--- config.mk ---
export PLATFORM = sky130hd
export DESIGN_NAME = multi_stepper_pulse_generator
export DESIGN_NICKNAME = d
export VERILOG_FILES = /design/src/hw/rtl/mspg_pkg.sv /design/src/hw/rtl/multi_stepper_pulse_generator.sv /design/src/hw/rtl/mspg_state_ram.sv
export VERILOG_INCLUDE_DIRS = /design/src /design/src/hw/rtl
export SDC_FILE = /design/constraint.sdc
export NUM_CORES = 2
export LEC_CHECK = 0
export BUFFER_PORTS_ARGS = -buffer_cell sky130_fd_sc_hd__buf_4
export CAP_MARGIN = 20
export CORE_MARGIN = 5
export CORE_UTILIZATION = 61
export CTS_CLUSTER_SIZE = 28
export DETAILED_ROUTE_END_ITERATION = 10
export GPL_ROUTABILITY_DRIVEN = 0
export GPL_TIMING_DRIVEN = 0
export HOLD_SLACK_MARGIN = 0.02
export PLACE_DENSITY = 0.78
export SETUP_SLACK_MARGIN = 0.1
export SYNTH_ARGS = -nofsm -noshare
export SYNTH_HDL_FRONTEND = slang
export SYNTH_SLANG_ARGS = --single-unit
--- constraint.sdc ---
create_clock -name clk -period 19.3 [get_ports clk]
set_input_delay 3.86 -clock clk [delete_from_list [all_inputs] [get_ports clk]]
set_output_delay 3.86 -clock clk [all_outputs]
set_load 0.03 [all_outputs]
--- src/hw/rtl/multi_stepper_pulse_generator_defines.svh ---
// assertion macros for the stepper pulse generator
`ifndef MULTI_STEPPER_PULSE_GENERATOR_DEFINES_SVH
`define MULTI_STEPPER_PULSE_GENERATOR_DEFINES_SVH
// implication checked on every clock edge outside reset
`define MSPG_ASSERT_IMP(label, ante, cons) \
  label: assert property (@(posedge clk) disable iff (!rst_n) (ante) |-> (cons)) \
    else $error("assertion failed");
// next-cycle implication checked outside reset
`define MSPG_ASSERT_NXT(label, ante, cons) \
  label: assert property (@(posedge clk) disable iff (!rst_n) (ante) |=> (cons)) \
    else $error("assertion failed");
`endif

--- src/hw/rtl/mspg_pkg.sv ---
// shared types and constants for the stepper pulse generator
`timescale 1ns / 1ps
package mspg_pkg;
  localparam int Motors = 8;
  localparam int MotW = 3;

  localparam logic [3:0] K_BASE = 4'd0;
  localparam logic [3:0] K_MS = 4'd1;
  localparam logic [3:0] K_RUN = 4'd2;
  localparam logic [3:0] K_STOPC = 4'd3;
  localparam logic [3:0] K_LIMIT = 4'd4;
  localparam logic [3:0] K_LREP = 4'd5;
  localparam logic [3:0] K_SPEED = 4'd6;
  localparam logic [3:0] K_WAKE = 4'd7;
  localparam logic [3:0] K_SLEEP = 4'd8;

  localparam logic [1:0] PH_IDLE = 2'd0;
  localparam logic [1:0] PH_WAIT = 2'd1;
  localparam logic [1:0] PH_RUN = 2'd2;

  localparam logic [1:0] CAUSE_NONE = 2'd0;
  localparam logic [1:0] CAUSE_NORMAL = 2'd1;
  localparam logic [1:0] CAUSE_LIMIT = 2'd2;

  localparam logic [1:0] REP_NORMAL = 2'd0;
  localparam logic [1:0] REP_LIMIT = 2'd1;
  localparam logic [1:0] REP_BUSY = 2'd2;

  localparam logic [2:0] CFG_CONT = 3'd0;
  localparam logic [2:0] CFG_NOSLEEP = 3'd1;
  localparam logic [2:0] CFG_DIRPOL = 3'd2;
  localparam logic [2:0] CFG_DEFDIV = 3'd3;
  localparam logic [2:0] CFG_SLEEPTO = 3'd4;
  localparam logic [2:0] CFG_ENDELAY = 3'd5;

  // one motor's record as held in the state memory
  typedef struct packed {
    logic [1:0]  phase;
    logic [1:0]  cause;
    logic [31:0] target;
    logic [31:0] count;
    logic        half;
    logic [15:0] reload;
    logic [15:0] tick;
    logic [15:0] idle;
    logic [3:0]  wait_cnt;
    logic        wake;
  } motor_rec_t;

  typedef struct packed {
    logic [7:0] cont;
    logic [7:0] nosleep;
    logic [7:0] dirpol;
    logic [15:0] defdiv;
    logic [15:0] sleepto;
    logic [3:0] endelay;
  } cfg_t;

  function automatic logic [15:0] clamp_div(input logic [15:0] v);
    return (v == 16'd0) ? 16'd1 : v;
  endfunction
endpackage

--- src/hw/rtl/multi_stepper_pulse_generator.sv ---
// top level: command sequencer over the per-motor state memory
// result: a command's result word is registered in S_EMIT, after S_READ and S_MOD;
//   ticks walk all motors, a read and a modify step per motor, then S_EMIT
// flow: the next command is taken in S_IDLE, after the last result; a tick gives one
//   more result word per extra stop report; the read-modify-write pass sets the rate
// reset: a clearing pass writes every motor record; start is held off meanwhile
`timescale 1ns / 1ps
`include "multi_stepper_pulse_generator_defines.svh"
module multi_stepper_pulse_generator (
  input  logic        clk,
  input  logic        rst_n,
  input  logic        start,
  output logic        busy,
  input  logic [3:0]  in_kind,
  input  logic [2:0]  in_motor,
  input  logic        in_direction,
  input  logic [31:0] in_steps,
  input  logic [15:0] in_divider,
  input  logic        cfg_valid,
  output logic        cfg_ready,
  input  logic [2:0]  cfg_index,
  input  logic [31:0] cfg_data,
  output logic        out_strobe,
  output logic [7:0]  out_clk_levels,
  output logic [7:0]  out_dir_levels,
  output logic [7:0]  out_enable_n_levels,
  output logic [7:0]  out_running_mask,
  output logic        out_report_valid,
  output logic [2:0]  out_report_motor,
  output logic [1:0]  out_report_kind,
  output logic        out_last
);
  import mspg_pkg::*;

  typedef enum logic [2:0] {S_CLEAR, S_IDLE, S_READ, S_MOD, S_EMIT, S_DONE} st_t;
  st_t st_r;

  cfg_t cfg_r;
  logic [3:0] kind_r;
  logic [2:0] mot_r;
  logic dir_r;
  logic [31:0] steps_r;
  logic [15:0] div_r;
  logic [MotW:0] idx_r;      // walk index, one bit wider to hold the end
  logic [7:0] clk_r, dirp_r, en_r, run_r;
  logic [7:0] done_r;        // motors that finished during a base tick
  logic rep_r;
  logic [1:0] rep_kind_r;
  logic [7:0] spd_set_r, spd_set_nxt;  // motors whose reload came from set speed

  logic we;
  logic [MotW-1:0] waddr, raddr;
  motor_rec_t wdata, rd;

  mspg_state_ram u_ram (.clk(clk), .we(we), .waddr(waddr), .wdata(wdata),
                        .raddr(raddr), .rdata(rd));

  wire walk = (kind_r == K_BASE) || (kind_r == K_MS);
  wire [MotW-1:0] cur = (walk || st_r == S_CLEAR) ? idx_r[MotW-1:0] : mot_r;
  assign raddr = cur;
  assign waddr = cur;

  assign busy = (st_r != S_IDLE);
  assign cfg_ready = (st_r != S_CLEAR);

  // reload falls back to the default divider until set speed writes it
  logic [15:0] rl;
  assign rl = spd_set_r[cur] ? rd.reload : cfg_r.defdiv;

  // a default divider write drops every set-speed override
  always_comb begin
    spd_set_nxt = spd_set_r;
    if (st_r == S_MOD && kind_r == K_SPEED) spd_set_nxt[cur] = 1'b1;
    if (cfg_valid && cfg_ready && cfg_index == CFG_DEFDIV) spd_set_nxt = '0;
  end

  // per-motor modify step, combinational on the registered read
  motor_rec_t nr;
  logic [7:0] clk_n, dir_n, en_n, run_n, done_n;
  logic rep_n;
  logic [1:0] rk_n;
  logic b;
  always_comb begin
    nr = rd;
    clk_n = clk_r; dir_n = dirp_r; en_n = en_r; run_n = run_r; done_n = done_r;
    rep_n = rep_r; rk_n = rep_kind_r;
    b = 1'b0;
    we = 1'b0;
    if (st_r == S_CLEAR) begin
      nr = '0;
      we = 1'b1;
    end else if (st_r == S_MOD) begin
      we = 1'b1;
      unique case (kind_r)
        K_BASE: begin
          if (rd.phase == PH_RUN) begin
            if (rd.tick > 16'd1) nr.tick = rd.tick - 16'd1;
            else begin
              nr.tick = rl;
              clk_n[cur] = ~clk_r[cur];
              if (!cfg_r.cont[cur]) begin
                if (!rd.half) nr.half = 1'b1;
                else begin
                  nr.half = 1'b0;
                  nr.count = rd.count + 32'd1;
                  if (nr.count >= rd.target) begin
                    nr.phase = PH_IDLE; clk_n[cur] = 1'b0;
                    nr.count = '0; nr.tick = '0; nr.idle = '0;
                    if (rd.cause == CAUSE_NONE) nr.cause = CAUSE_NORMAL;
                    done_n[cur] = 1'b1;
                  end
                end
              end
            end
          end
        end
        K_MS: begin
          if (rd.phase == PH_IDLE) begin
            if (rd.idle != 16'hFFFF) nr.idle = rd.idle + 16'd1;
            if (!cfg_r.nosleep[cur] && !rd.wake && !en_r[cur] &&
                nr.idle >= cfg_r.sleepto) begin
              en_n[cur] = 1'b1; clk_n[cur] = 1'b0;
            end
          end else if (rd.phase == PH_WAIT) begin
            if (rd.wait_cnt != 4'd0) nr.wait_cnt = rd.wait_cnt - 4'd1;
            if (nr.wait_cnt == 4'd0) begin nr.tick = rl; nr.phase = PH_RUN; end
          end
        end
        K_RUN: begin
          if (steps_r != 32'd0) begin
            if (rd.phase != PH_IDLE) begin rep_n = 1'b1; rk_n = REP_BUSY; end
            else begin
              nr.target = steps_r; nr.phase = PH_WAIT; nr.cause = CAUSE_NONE;
              nr.half = 1'b0; nr.count = '0; nr.wake = 1'b0;
              dir_n[cur] = cfg_r.dirpol[cur] ^ dir_r;
              en_n[cur] = 1'b0;
              nr.wait_cnt = cfg_r.endelay;
              if (cfg_r.endelay == 4'd0) begin nr.tick = rl; nr.phase = PH_RUN; end
            end
          end
        end
        K_STOPC, K_LIMIT: begin
          b = (kind_r == K_STOPC) ? cfg_r.cont[cur] : (rd.phase != PH_IDLE);
          if (b) begin
            if (rd.phase == PH_WAIT) en_n[cur] = 1'b1;
            nr.phase = PH_IDLE; clk_n[cur] = 1'b0;
            nr.half = 1'b0; nr.count = '0; nr.tick = '0; nr.idle = '0;
            if (kind_r == K_LIMIT) nr.cause = CAUSE_LIMIT;
          end
        end
        K_LREP: begin
          if (rd.cause == CAUSE_LIMIT) begin rep_n = 1'b1; rk_n = REP_LIMIT; end
        end
        K_SPEED: begin
          nr.reload = clamp_div(div_r);
        end
        K_WAKE: begin
          nr.wake = 1'b1; clk_n[cur] = 1'b0; en_n[cur] = 1'b0; nr.idle = '0;
        end
        K_SLEEP: begin
          if (rd.phase == PH_IDLE) begin
            nr.wake = 1'b0; en_n[cur] = 1'b1; clk_n[cur] = 1'b0;
          end
        end
        default: we = 1'b0;
      endcase
      run_n[cur] = (nr.phase == PH_RUN);
    end
  end
  assign wdata = nr;

  // lowest pending finished motor
  logic [2:0] first_done;
  logic more_done;
  always_comb begin
    first_done = '0;
    for (int i = 7; i >= 0; i--) if (done_r[i]) first_done = 3'(i);
    more_done = ((done_r & (done_r - 8'd1)) != 8'd0);
  end

  always_ff @(posedge clk) begin
    if (!rst_n) begin
      st_r <= S_CLEAR;
      idx_r <= '0;
      cfg_r <= '{cont: 8'd0, nosleep: 8'd0, dirpol: 8'd0, defdiv: 16'd100,
                 sleepto: 16'd3000, endelay: 4'd5};
      clk_r <= '0; dirp_r <= '0; en_r <= 8'hFF; run_r <= '0;
      done_r <= '0; rep_r <= 1'b0; rep_kind_r <= REP_NORMAL;
      spd_set_r <= '0;
      out_strobe <= 1'b0;
      kind_r <= K_SPEED;
    end else begin
      out_strobe <= 1'b0;
      spd_set_r <= spd_set_nxt;
      if (cfg_valid && cfg_ready) begin
        unique case (cfg_index)
          CFG_CONT:    cfg_r.cont <= cfg_data[7:0];
          CFG_NOSLEEP: cfg_r.nosleep <= cfg_data[7:0];
          CFG_DIRPOL:  cfg_r.dirpol <= cfg_data[7:0];
          CFG_DEFDIV:  cfg_r.defdiv <= clamp_div(cfg_data[15:0]);
          CFG_SLEEPTO: cfg_r.sleepto <= cfg_data[15:0];
          CFG_ENDELAY: cfg_r.endelay <= cfg_data[3:0];
          default: ;
        endcase
      end
      unique case (st_r)
        S_CLEAR: begin
          idx_r <= idx_r + (MotW+1)'(1);
          if (idx_r == (MotW+1)'(Motors - 1)) begin st_r <= S_IDLE; idx_r <= '0; end
        end
        S_IDLE: if (start) begin
          kind_r <= in_kind; mot_r <= in_motor; dir_r <= in_direction;
          steps_r <= in_steps; div_r <= in_divider;
          idx_r <= '0; done_r <= '0; rep_r <= 1'b0; rep_kind_r <= REP_NORMAL;
          st_r <= S_READ;
        end
        S_READ: st_r <= S_MOD;
        S_MOD: begin
          clk_r <= clk_n; dirp_r <= dir_n; en_r <= en_n; run_r <= run_n;
          done_r <= done_n; rep_r <= rep_n; rep_kind_r <= rk_n;
          if (walk && idx_r != (MotW+1)'(Motors - 1)) begin
            idx_r <= idx_r + (MotW+1)'(1); st_r <= S_READ;
          end else st_r <= S_EMIT;
        end
        S_EMIT: begin
          out_strobe <= 1'b1;
          out_clk_levels <= clk_r; out_dir_levels <= dirp_r;
          out_enable_n_levels <= en_r; out_running_mask <= run_r;
          if (done_r != 8'd0) begin
            out_report_valid <= 1'b1; out_report_motor <= first_done;
            out_report_kind <= REP_NORMAL; out_last <= !more_done;
            done_r[first_done] <= 1'b0;
            if (!more_done) st_r <= S_DONE;
          end else begin
            out_report_valid <= rep_r;
            out_report_motor <= rep_r ? mot_r : 3'd0;
            out_report_kind <= rep_r ? rep_kind_r : REP_NORMAL;
            out_last <= 1'b1;
            st_r <= S_DONE;
          end
        end
        S_DONE: st_r <= S_IDLE;
        default: st_r <= S_IDLE;
      endcase
    end
  end

  `MSPG_ASSERT_IMP(a_run_enabled, out_strobe, ((out_running_mask & out_enable_n_levels) == 8'd0))
  `MSPG_ASSERT_IMP(a_no_accept_busy, (st_r != S_IDLE), busy)
  `MSPG_ASSERT_NXT(a_strobe_only_emit, (st_r != S_EMIT), !out_strobe)
endmodule

--- src/hw/rtl/mspg_state_ram.sv ---
// per-motor state memory, one write and one registered read port
`timescale 1ns / 1ps
module mspg_state_ram (
  input  logic                    clk,
  input  logic                    we,
  input  logic [mspg_pkg::MotW-1:0] waddr,
  input  mspg_pkg::motor_rec_t    wdata,
  input  logic [mspg_pkg::MotW-1:0] raddr,
  output mspg_pkg::motor_rec_t    rdata
);
  import mspg_pkg::*;
  motor_rec_t mem [Motors];
  always_ff @(posedge clk) begin
    if (we) mem[waddr] <= wdata;
    rdata <= mem[raddr];
  end
endmodule
==> flow_summary.yaml <==
synthesis:
  synth_top_area_share_pct: 62.1
  ys_top_cells_by_area: "edfxtp_1 (62%), dfxtp_1 (9.5%), a22o_1 (5.6%), nand2_1 (3.3%), a21oi_1 (2.1%)"
  synth_top_area_cell: "edfxtp_1"
  syn_nets: 3836
  ys_warn_count: 0
  syn_area_sq_mm: 0.0516
  syn_avg_cell_area_sq_um: 14.0
  synthFlopType: "edfxtp_1"
  synth_edf_count: 1067
  yosysUniqueCellTypes: 79
  synth_cells: 3687
  synth_most_common_cell: "edfxtp_1"
  ys_seq_area_share_pct: 71.7
  yosys-top-cells-count: "edfxtp_1 (1,067), nand2_1 (449), a22o_1 (332)"
  synth-seq-cells: 1312
  async_flop_share_pct: 0
layout:
  nets: 4143
  antenna_cells: 0
  drive_above_1_share_pct: 10.9
  n_fill_cell: 5331
  final_util_pct: 70.6
  syn_to_final_growth_pct: 14.6
sta:
  skew_ns: 0.0467
  rsz0062_at_grt: "no"
  slew_headroom_pct: 11.4
  setup_viol: 0
  slew_violations: 0
  post-route-min-period_ns: 6.94
  final-hold-violation-count: 0
  finalSetupTns_ns: 0
  fmax_mhz: 144
  finalCritPeriodShare_pct: 36.0
  worst_slew_pin_slew_ns: 1.32
floorplan:
  die_y_um: 301
  initial_core_util_pct: 61.6
  core_area_sq_mm: 0.0837
  fp-row-count: 106
  dieWidth_um: 301
  boundaryPins: 137
  die_area_sq_mm: 0.0904
setup_path:
  critPathKind: "flop to flop"
  crit_chain: "ha_1, and3_1, and3_1, and3_1, and3_1, clkbuf_1, nand2_1, or2_1, nor2_1, xor2_1, ha_1, nand4_1, nor4_1, a21oi_1, o211ai_1, o2111ai_1, nand2_1, o21ai_0, a21o_1, clkbuf_1, a22o_1"
  endpoint_kind: "flop"
  critPathArrivalTime_ns: 7.30
  critPathLaunchType: "flop"
  max_stage_delay_ns: 0.70
  worst_path_most_repeated_cell: "and3_1"
  cpMaxStageDelayCell: "o2111ai_1"
  cp_max_fo: 10
  worst-endpoint-required_ns: 19.66
grt:
  gr-total-overflow: 0
  grt_antenna_before_repair: 2
  track_usage_pct: 32.3
  grt_pass1_vias: 33500
  grt_pass1_wl_mm: 215
  grt_max_degree: 35
pwr:
  power_density_mw_per_mm2: 107
  leakage_nw: 20.9
  intPower_mw: 4.78
  seqPwrFrac_pct: 52.5
  p_switching_mw: 1.56
  peakVddDrop_uv: 92.9
  p_comb_share_pct: 9.7
  switching_share_pct: 24.7
  clkPwrFrac_pct: 37.8
route:
  vias: 35200
  routedWlPerCell_um: 28.6
  dr.pass1.iters: 10
  drt_wl_total_mm: 150
  drtAntennaViolNets: 0
  first_iter_violations: 5301
  viasPerCell: 6.72
  drc: 0
clock_tree:
  worstSkewPairLatency_ns: 0.72
  postCtsResizedCells: 0
  htreeDepth: 3
  postCtsHoldBufs: 0
  cts.sinks: 1312
  cts_tree: "built"
  clkTransAtPathRegs_ns: 0.06
  postCtsSetupRepairBufs: 0
  root_buffer: "clkbuf_16"
  cts_buffers: 121
  cts_buffer_depth: 3
placed_design:
  placement.io_buffers: 119
  post-dp-hpwl_mm: 102
run:
  maxCapViolCount: 0
status:
  status: "finished, final reports clean"
hold_path:
  holdCritPathClass: "flop to flop"
layout by cell type (no fill, tap or decap), types with 20 or more instances in the layout:
master     instances
a221oi_1         100
clkbuf_1         180
dfxtp_1          245
nand3_1           63
a22oi_1           29
or4_1             72
a22o_1           332
clkinv_2          20
buf_12            36
nor3_1            28
clkbuf_16        124
a311oi_1          20
edfxtp_1        1067
buf_2             39
inv_1             68
xnor2_1           31
buf_4            126
nand4_1           33
nor4_1            30
a21oi_1          214
nor2_1           150
a31oi_1           25
nor2b_1           48
mux2i_1           60
o21ai_0           89
buf_1             22
nand2_1          449
ha_1              54
nand2b_1          27
sequential cells by signal, indices dropped and copies added, names as in the netlist, 3 cells and up, named ones only:
name / cells
out_running_mask: 8
out_dir_levels: 8
div_r: 16
mot_r: 3
dirp_r: 8
steps_r: 32
kind_r: 4
cfg_r: 60
idx_r: 4
done_r: 8
u_ram.rdata: 122
run_r: 8
u_ram.mem: 976
spd_set_r: 8
clk_r: 8
out_enable_n_levels: 8
out_clk_levels: 8
st_r: 3
out_report_motor: 3
path summary, 6_finish.rpt:
check / end / slack (ns) / startpoint / cells after the start
max: u_ram.mem[7][13] / 12.36 / u_ram.rdata[54] / 21
min: out_running_mask[4] / 0.43 / run_r[4] / 0
max reg2reg: u_ram.mem[7][13] / 12.36 / u_ram.rdata[54] / 21
min reg2reg: out_running_mask[4] / 0.43 / run_r[4] / 0
stage by stage:
stage | cell area [sq um] | total power [mW] | hold WS (ns) | cells | worst slack (ns)
after global routing | 59100 | 6.51 | 0.443 | 5234 | 12.33
after detailed placement | 55000 | 3.97 | 0.418 | 5000 | 12.81
after CTS | 59000 | 6.32 | 0.435 | 5229 | 12.65
after floorplan | 51600 | 3.70 | 0.403 | 3687 | 12.06
final | 59100 | 6.34 | 0.434 | 5234 | 12.36
after global placement | 53900 | 3.96 | 0.415 | 4940 | 6.44
critical path: cells and delay by family, from the launching register on:
family	cells	cell delay, ns
buffers and inverters	2	0.59
AND/OR/NAND/NOR	10	2.75
adder cells (fa/ha/maj)	2	0.57
AO/OA/AOI/OAI	6	2.10
flip-flops	1	0.44
XOR/XNOR	1	0.12
power groups by stage:
stage          sequential [mW]  combinational (mW)  clock [mW]
2_1_floorplan             3.34               0.360           0
3_3_place_gp              3.42               0.544           0
3_5_place_dp              3.38               0.588           0
4_1_cts                   3.32               0.596        2.40
5_1_grt                   3.33               0.654        2.53
6_report                  3.33               0.613        2.40
metal layers:
layer,global-route usage [%],vias up,wire (um)
met3,7.60,526,18700
met1,43.2,17100,54400
li1,-,14900,-
met4,16.3,2,9320
met2,50.1,2629,67300
met5,0,-,8
cell families after synthesis:
family,share of synthesized area [%]
muxes,1.43
AOI/OAI and AO/OA,13.5
adders and majority gates,1.35
buffers and inverters,2.11
DFF,71.7
and+or+nand+nor,9.19
xor gates and xnor gates,0.798
final cells by class:
| cell class | count | area (sq um) | share of cell area, % |
|---|---|---|---|
| multi-input combinational | 2100 | 13600 | 23.0 |
| inverter | 69 | 259 | 0.438 |
| clock buffer | 167 | 3410 | 5.78 |
| clock inverter | 62 | 627 | 1.06 |
| sequential | 1312 | 36900 | 62.5 |
| timing repair buffer | 184 | 2000 | 3.39 |
| tap | 1134 | 1420 | 2.40 |
| buffer | 206 | 828 | 1.40 |
Power figures use the tool's default switching activity.
